--- src/design/nca_pkg.sv ---
// ----------------------------------------------------------------------------
// nca_pkg: shared types and constants for the nearest codeword assignment
// Default sizes, command codes passed from front to back, and register indexes.
// ----------------------------------------------------------------------------
package nca_pkg;

  // Default sizes
  localparam int MAX_CENTERS  = 1024;
  localparam int MAX_DIM      = 128;
  localparam int ELEMENT_BITS = 16;

  // Fixed field widths
  localparam int NORM_W      = 48;
  localparam int SCORE_W     = 49;
  localparam int CENTER_W    = 10;
  localparam int ELEM_IDX_W  = 7;
  localparam int OP_W        = 2;
  localparam int CFG_INDEX_W = 8;
  localparam int CFG_DATA_W  = 16;
  localparam int COUNT_W     = 11;
  localparam int LENGTH_W    = 8;

  // Command queue between front and back
  localparam int QUEUE_DEPTH = 4;

  // Input op codes
  localparam logic [OP_W-1:0] OP_CODEBOOK = 2'd0;
  localparam logic [OP_W-1:0] OP_NORM     = 2'd1;
  localparam logic [OP_W-1:0] OP_FEATURE  = 2'd2;

  // Configuration register indexes
  localparam logic [CFG_INDEX_W-1:0] REG_CENTER_COUNT   = 8'd0;
  localparam logic [CFG_INDEX_W-1:0] REG_FEATURE_LENGTH = 8'd1;

  // Reset values of the configuration registers
  localparam logic [COUNT_W-1:0]  CENTER_COUNT_RESET   = 11'd1024;
  localparam logic [LENGTH_W-1:0] FEATURE_LENGTH_RESET = 8'd100;

  // Command kinds carried through the queue
  typedef enum logic [1:0] {
    CMD_CODEBOOK = 2'd0,
    CMD_NORM     = 2'd1,
    CMD_FEATURE  = 2'd2,
    CMD_SEARCH   = 2'd3
  } cmd_kind_t;

  localparam int KIND_W = 2;

  // Back-end control states
  typedef enum logic [2:0] {
    ST_IDLE  = 3'b001,
    ST_RUN   = 3'b010,
    ST_DRAIN = 3'b100
  } back_state_t;

endpackage

--- src/design/nca_queue.sv ---
// ----------------------------------------------------------------------------
// nca_queue: command queue
// Short register FIFO between the classifier and the search engine.
// ----------------------------------------------------------------------------
module nca_queue #(
  parameter int WIDTH = 8,
  parameter int DEPTH = nca_pkg::QUEUE_DEPTH
) (
  input  logic             clk,
  input  logic             rst,
  input  logic             push,
  input  logic [WIDTH-1:0] push_data,
  input  logic             pop,
  output logic [WIDTH-1:0] head,
  output logic             not_empty,
  output logic             full
);

  localparam int PW = (DEPTH > 1) ? $clog2(DEPTH) : 1;
  localparam int NW = $clog2(DEPTH + 1);

  logic [WIDTH-1:0] slots [DEPTH];
  logic [PW-1:0]    wr_ptr;
  logic [PW-1:0]    rd_ptr;
  logic [NW-1:0]    fill;

  assign not_empty = fill != '0;
  assign full      = fill == NW'(DEPTH);
  assign head      = slots[rd_ptr];

  // Storage
  always_ff @(posedge clk) begin
    if (push) begin
      slots[wr_ptr] <= push_data;
    end
  end

  // Pointers and fill level
  always_ff @(posedge clk) begin
    if (rst) begin
      wr_ptr <= '0;
      rd_ptr <= '0;
      fill   <= '0;
    end else begin
      if (push) begin
        wr_ptr <= (32'(wr_ptr) == DEPTH - 1) ? '0 : wr_ptr + 1'b1;
      end
      if (pop) begin
        rd_ptr <= (32'(rd_ptr) == DEPTH - 1) ? '0 : rd_ptr + 1'b1;
      end
      if (push && !pop) begin
        fill <= fill + 1'b1;
      end else if (pop && !push) begin
        fill <= fill - 1'b1;
      end
    end
  end

endmodule

--- config.mk ---
export PLATFORM = sky130hd
export DESIGN_NAME = nca_queue
export DESIGN_NICKNAME = d
export VERILOG_FILES = /design/src/design/nca_pkg.sv /design/src/design/nca_queue.sv
export SDC_FILE = /design/constraint.sdc
export NUM_CORES = 1
export LEC_CHECK = 0
export BUFFER_PORTS_ARGS = -buffer_cell sky130_fd_sc_hd__buf_2
export CAP_MARGIN = 20
export CORE_ASPECT_RATIO = 0.7
export CORE_MARGIN = 10
export CORE_UTILIZATION = 59
export DETAILED_ROUTE_END_ITERATION = 7
export GPL_TIMING_DRIVEN = 0
export HOLD_SLACK_MARGIN = 0.15
export PLACE_DENSITY = 0.93
export SKIP_CTS_REPAIR_TIMING = 1
export SLEW_MARGIN = 40
export SYNTH_ARGS = -nofsm -noshare
export SYNTH_HDL_FRONTEND = slang
export SYNTH_SLANG_ARGS = --single-unit
--- constraint.sdc ---
create_clock -name clk -period 3.01 [get_ports clk]
set_input_delay 0.301 -clock clk [delete_from_list [all_inputs] [get_ports clk]]
set_output_delay 0.301 -clock clk [all_outputs]
set_load 0.01 [all_outputs]
After elaboration in Yosys (flattened, before gate mapping)
Memory sizes are Yosys's and may differ from the RTL's. A register that Yosys moved wholly into a read port is not among the register bits.
Cells that the tools add are included.
Word-level totals
  input port bits: 12
  bits in writable memories: 32
  memories kept: 1
  register bits: 7
  bits in latches: 0
  memory bits (read-only): 0
  output and inout bits: 10
  word-level logic and storage cells: 25
Cells by class
  reductions and logical operators: 6
  mux-type cells: 8
  $lt $le $gt $ge: 0
  shifts and indexed selects: 0
  divide/modulo/power cells: 0
  add/subtract/negate cells: 4
  $mul: 0
  bitwise logic cells: 0
  equality and inequality tests: 3
Memories
  slots: depth 4, bits a word 8, read ports 1, clocked after memory_dff 1, wr ports 1, RTL line nca_queue.sv:22  | logic [WIDTH-1:0] slots [DEPTH];
Operators by type and width (count)
  $mux 2: 4
  $mux 3: 2
  $add 2x1->2 const B: 2
  $eq 2x2->1 const B: 2
  $add 3x1->3 const B: 1
  $eq 3x3->1 const B: 1
  $reduce_bool 3->1: 1
  $sub 3x1->3 const B: 1
  $logic_and 1x1->1: 2
  $logic_not 1->1: 2
  $mux 1: 2
  $reduce_bool 2->1: 1

Logic depth before layout (Yosys ltp)
  depth in word-level cells: 4
  mapped depth: 7
  depth with buffers taken out: 7

Least setup slack after synthesis
No wires, ideal clock.
  path type: in2reg
  start point: in pop
  end point: reg fill[2]
  arrival time: 1493 ps
  setup slack: 1447 ps
  setup time: 70 ps
  path buffers: 0
  cell stages on the path: 7
  data required time: 2940 ps
  path through: inv_1 > ha_1 > inv_1 > fa_1 > xor2_1 > or3_1 > a21oi_1
Between the ends
  word-level cells in the longest chain between the ends: 3
  elaborated cells on any way between the ends: 5
  classes of those cells: mux (1); reduce/logical (4)
RTL lines
  start, declared: RTL line nca_queue.sv:13  | input logic pop,
  $logic_not 1->1: RTL line nca_queue.sv:51  | if (push && !pop) begin
  $logic_and 1x1->1: RTL line nca_queue.sv:51
  $mux 3 or $reduce_bool 2->1 (tied branches)
  end signal, assigned: RTL line nca_queue.sv:52  | fill <= fill + 1'b1;
  end signal, assigned: RTL line nca_queue.sv:54  | fill <= fill - 1'b1;
  end, declared: RTL line nca_queue.sv:25  | logic [NW-1:0] fill;
Several ways; a longest one is shown, not always the timed one.
A chain may end at the register's enable or synchronous reset.

==> results.tsv <==
stage	metric	value	unit
sta	fin_worst_skew	0.00403	ns
worst_setup_path	cp_num_cells	3	
grt	busiest_layer	met2	
worst_setup_path	cp_max_fo	8	
power_and_ir_drop	p_per_area	620	nW/um2
sta	final.setup.tns	0	ns
sta	rsz0062_at_grt	false	
floorplan	start_util	63.1	%
layout	drive_gt1_share	33.0	%
sta	fin_crit	1.76	ns
synth	syn_inst	86	
sta	tightest_slew	0.442	ns
clocking	clk_path_buf_depth	2	
placement	post-place-ws	1.19	ns
grt	grt_pass1_wl	4240	um
drt	drtIter0Drc	22	
synth	synth_cell_types	16	
grt	grtUsageMet3	4.53	%
clocking	clk_pin_slew	0.07	ns
sta	setup_viol	0	
sta	slew_viol_final	0	
power_and_ir_drop	pwr-share-seq	58.4	%
placement	place_congestion	0.682	
synth	synth_area_leaders	edfxtp_1, dfxtp_1, mux4_2	
floorplan	core	2530	um2
synth	synth_edf_count	32	
synth	ys.warnings.count	0	
synth	yosys.area.top_type	edfxtp_1	
layout	fin_cells	149	
synth	synth_commonest_cells	edfxtp_1, dfxtp_1, mux4_2	
power_and_ir_drop	leakage	0.000692	uW
power_and_ir_drop	p_int	871	uW
worst_setup_path	worstSetupPathType	reg -> out	
grt	gr-total-overflow	0	
worst_setup_path	end_kind	output pin	
worst_setup_path	crit_chain	buf_6, mux4_2, buf_2	
floorplan	die_width	82.2	um
drt	drtAntennaViolNets	0	
sta	hold_viol	0	
floorplan	rows	15	
floorplan	ios	22	
placement	dp.cells	141	
grt	grt_pass1_vias	866	
clocking	cts_tree	built	
worst_hold_path	hp-start	push_data[2]	
drt	vias_per_cell	5.50	
drt	drt_wl_total	2710	um
grt	grtUsageMet1	11.6	%
drt	num_vias	819	
layout	layout.nets	133	
power_and_ir_drop	vdd_ir_drop_max	0.000385	V
power_and_ir_drop	p_sw	263	uW
clocking	cts_buffers	5	
synth	async_reset_ff_share	0	%
clocking	clkLatencyLatePin	0.29	ns
floorplan	dieHeight	63.6	um
worst_setup_path	critPathLaunchType	register	
synth	syn-cell-area	1600	um2
power_and_ir_drop	clkPwrFrac	29.4	%
sta	max_freq	0.568	GHz
synth	ys_seq_area_share	71.4	%
power_and_ir_drop	p_comb_share	12.2	%
drt	drc	0	
power_and_ir_drop	swShare	23.2	%
worst_setup_path	r2r_start	fill[0]	
clocking	cts_htree_levels	2	
drt	first_pass_iters	4	
synth	synth_top_area_share	60.1	%
grt	antenna_found_initial	0	
drt	detail_route.wl_per_cell	18.2	um
placement	port_buffers	21	
run_status	status	finished, final reports clean	
sta	fin_ws	1.25	ns
worst_setup_path	reg2regPathDepth	4	
synth	ys_ff_latch	41	
sta	relSlewSlack	70.5	%
synth	synth.avg_cell_area	18.6	um2
synth	ys_dominant_reg_cell	edfxtp_1	
clocking	numClockSinks	41	
worst_setup_path	arrival	1.46	ns
synth	yosysMostFrequentCell	edfxtp_1	
grt	grt.met2_usage	19.3	%
placement	hpwlAfterDp	2020	um
worst_hold_path	holdCritPathClass	in -> reg	
layout	area_delta_synth_final	14.4	%
floorplan	die_area	5230	um2
clocking	root_buffer	clkbuf_8	
run	timing.max_cap.violations	0	
grt	grt_util_all_layers	11.4	%
worst_setup_path	max_stage_delay	0.52	ns
worst_setup_path	path_buf_inv	2	
layout	antenna_cells	0	
synth	syn-num-nets	105	
worst_setup_path	required	2.71	ns
worst_setup_path	crit_slowest_cell	mux4_2	
sta	period_share	58.5	%
worst_hold_path	min_path_cells	1	
worst_setup_path	cpLargestDelayFamily	multiplexers	
grt	grt_max_degree	13	
[registers in the layout (all words and copies together) (netlist names), named ones only]
name    cells
fill        3
rd_ptr      2
slots      32
wr_ptr      2
[routing by layer]
layer	part of all wire, %	vias up
met3	7.8	5
met2	53	23
met1	38	411
met5	0	-
li1	-	380
met4	1.7	0
[area by class of cell]
type                    count  area, um2
fillers                   165        704
plain buffers               2       16.3
repair buffers             21        105
clock buffers               6       72.6
inverters                   4       15.0
multi-input cells          39        427
well taps                  34       42.5
clock inverters             2       10.0
flip-flops and latches     41       1140
[power by group through the flow]
| stage | sequential (uW) | combinational (uW) | clock (uW) |
|---|---|---|---|
| after floorplan | 669 | 89.0 | 0 |
| after global placement | 670 | 132 | 0 |
| after global routing | 665 | 155 | 364 |
| after detailed placement | 675 | 141 | 0 |
| after CTS | 662 | 142 | 342 |
| final | 662 | 139 | 334 |
[cells by family after synthesis]
kind of cell / count (synthesis) / synth area share [%]
muxes: 12 / 13.8
buffers and inverters: 6 / 1.96
adders and majority gates: 7 / 5.95
AOI/OAI and AO/OA: 3 / 0.939
DFF: 41 / 71.4
and+or+nand+nor: 15 / 4.93
xor gates and xnor gates: 2 / 1.10
[per-stage QoR]
step                area [um2]  hold slack [ns]  total power [uW]  utilization [%]
finish                    1830            0.230              1130             72.2
global route              1830            0.216              1180             72.2
CTS                       1830            0.220              1150             72.2
detailed placement        1750            0.503               816             68.9
global placement          1750            0.478               802             68.9
floorplan                 1600            0.370               758                -
[path summary, 6_finish.rpt]
kind | to | slack [ns]
max | head[1] | 1.25
min | slots[3][2] | 0.23
max reg2reg | fill[2] | 1.52
min reg2reg | fill[2] | 0.51
[cell usage in the layout (no fill, tap or decap), drive strengths merged]
| cell type | synthesis | routed |
|---|---|---|
| mux2i | 4 | 4 |
| nor3b | 2 | 2 |
| and2 | 4 | 4 |
| nor2 | 7 | 7 |
| buf | 1 | 22 |
| or3 | 2 | 2 |
| inv | 4 | 4 |
| xor2 | 2 | 2 |
| ha | 6 | 6 |
| mux4 | 8 | 8 |
| a21oi | 2 | 2 |
| clkinv | 0 | 2 |
| clkbuf | 1 | 7 |
| o21ai | 1 | 1 |
| dfxtp | 9 | 9 |
| fa | 1 | 1 |
| edfxtp | 32 | 32 |
Note: power is estimated with default switching activity, not from simulation.
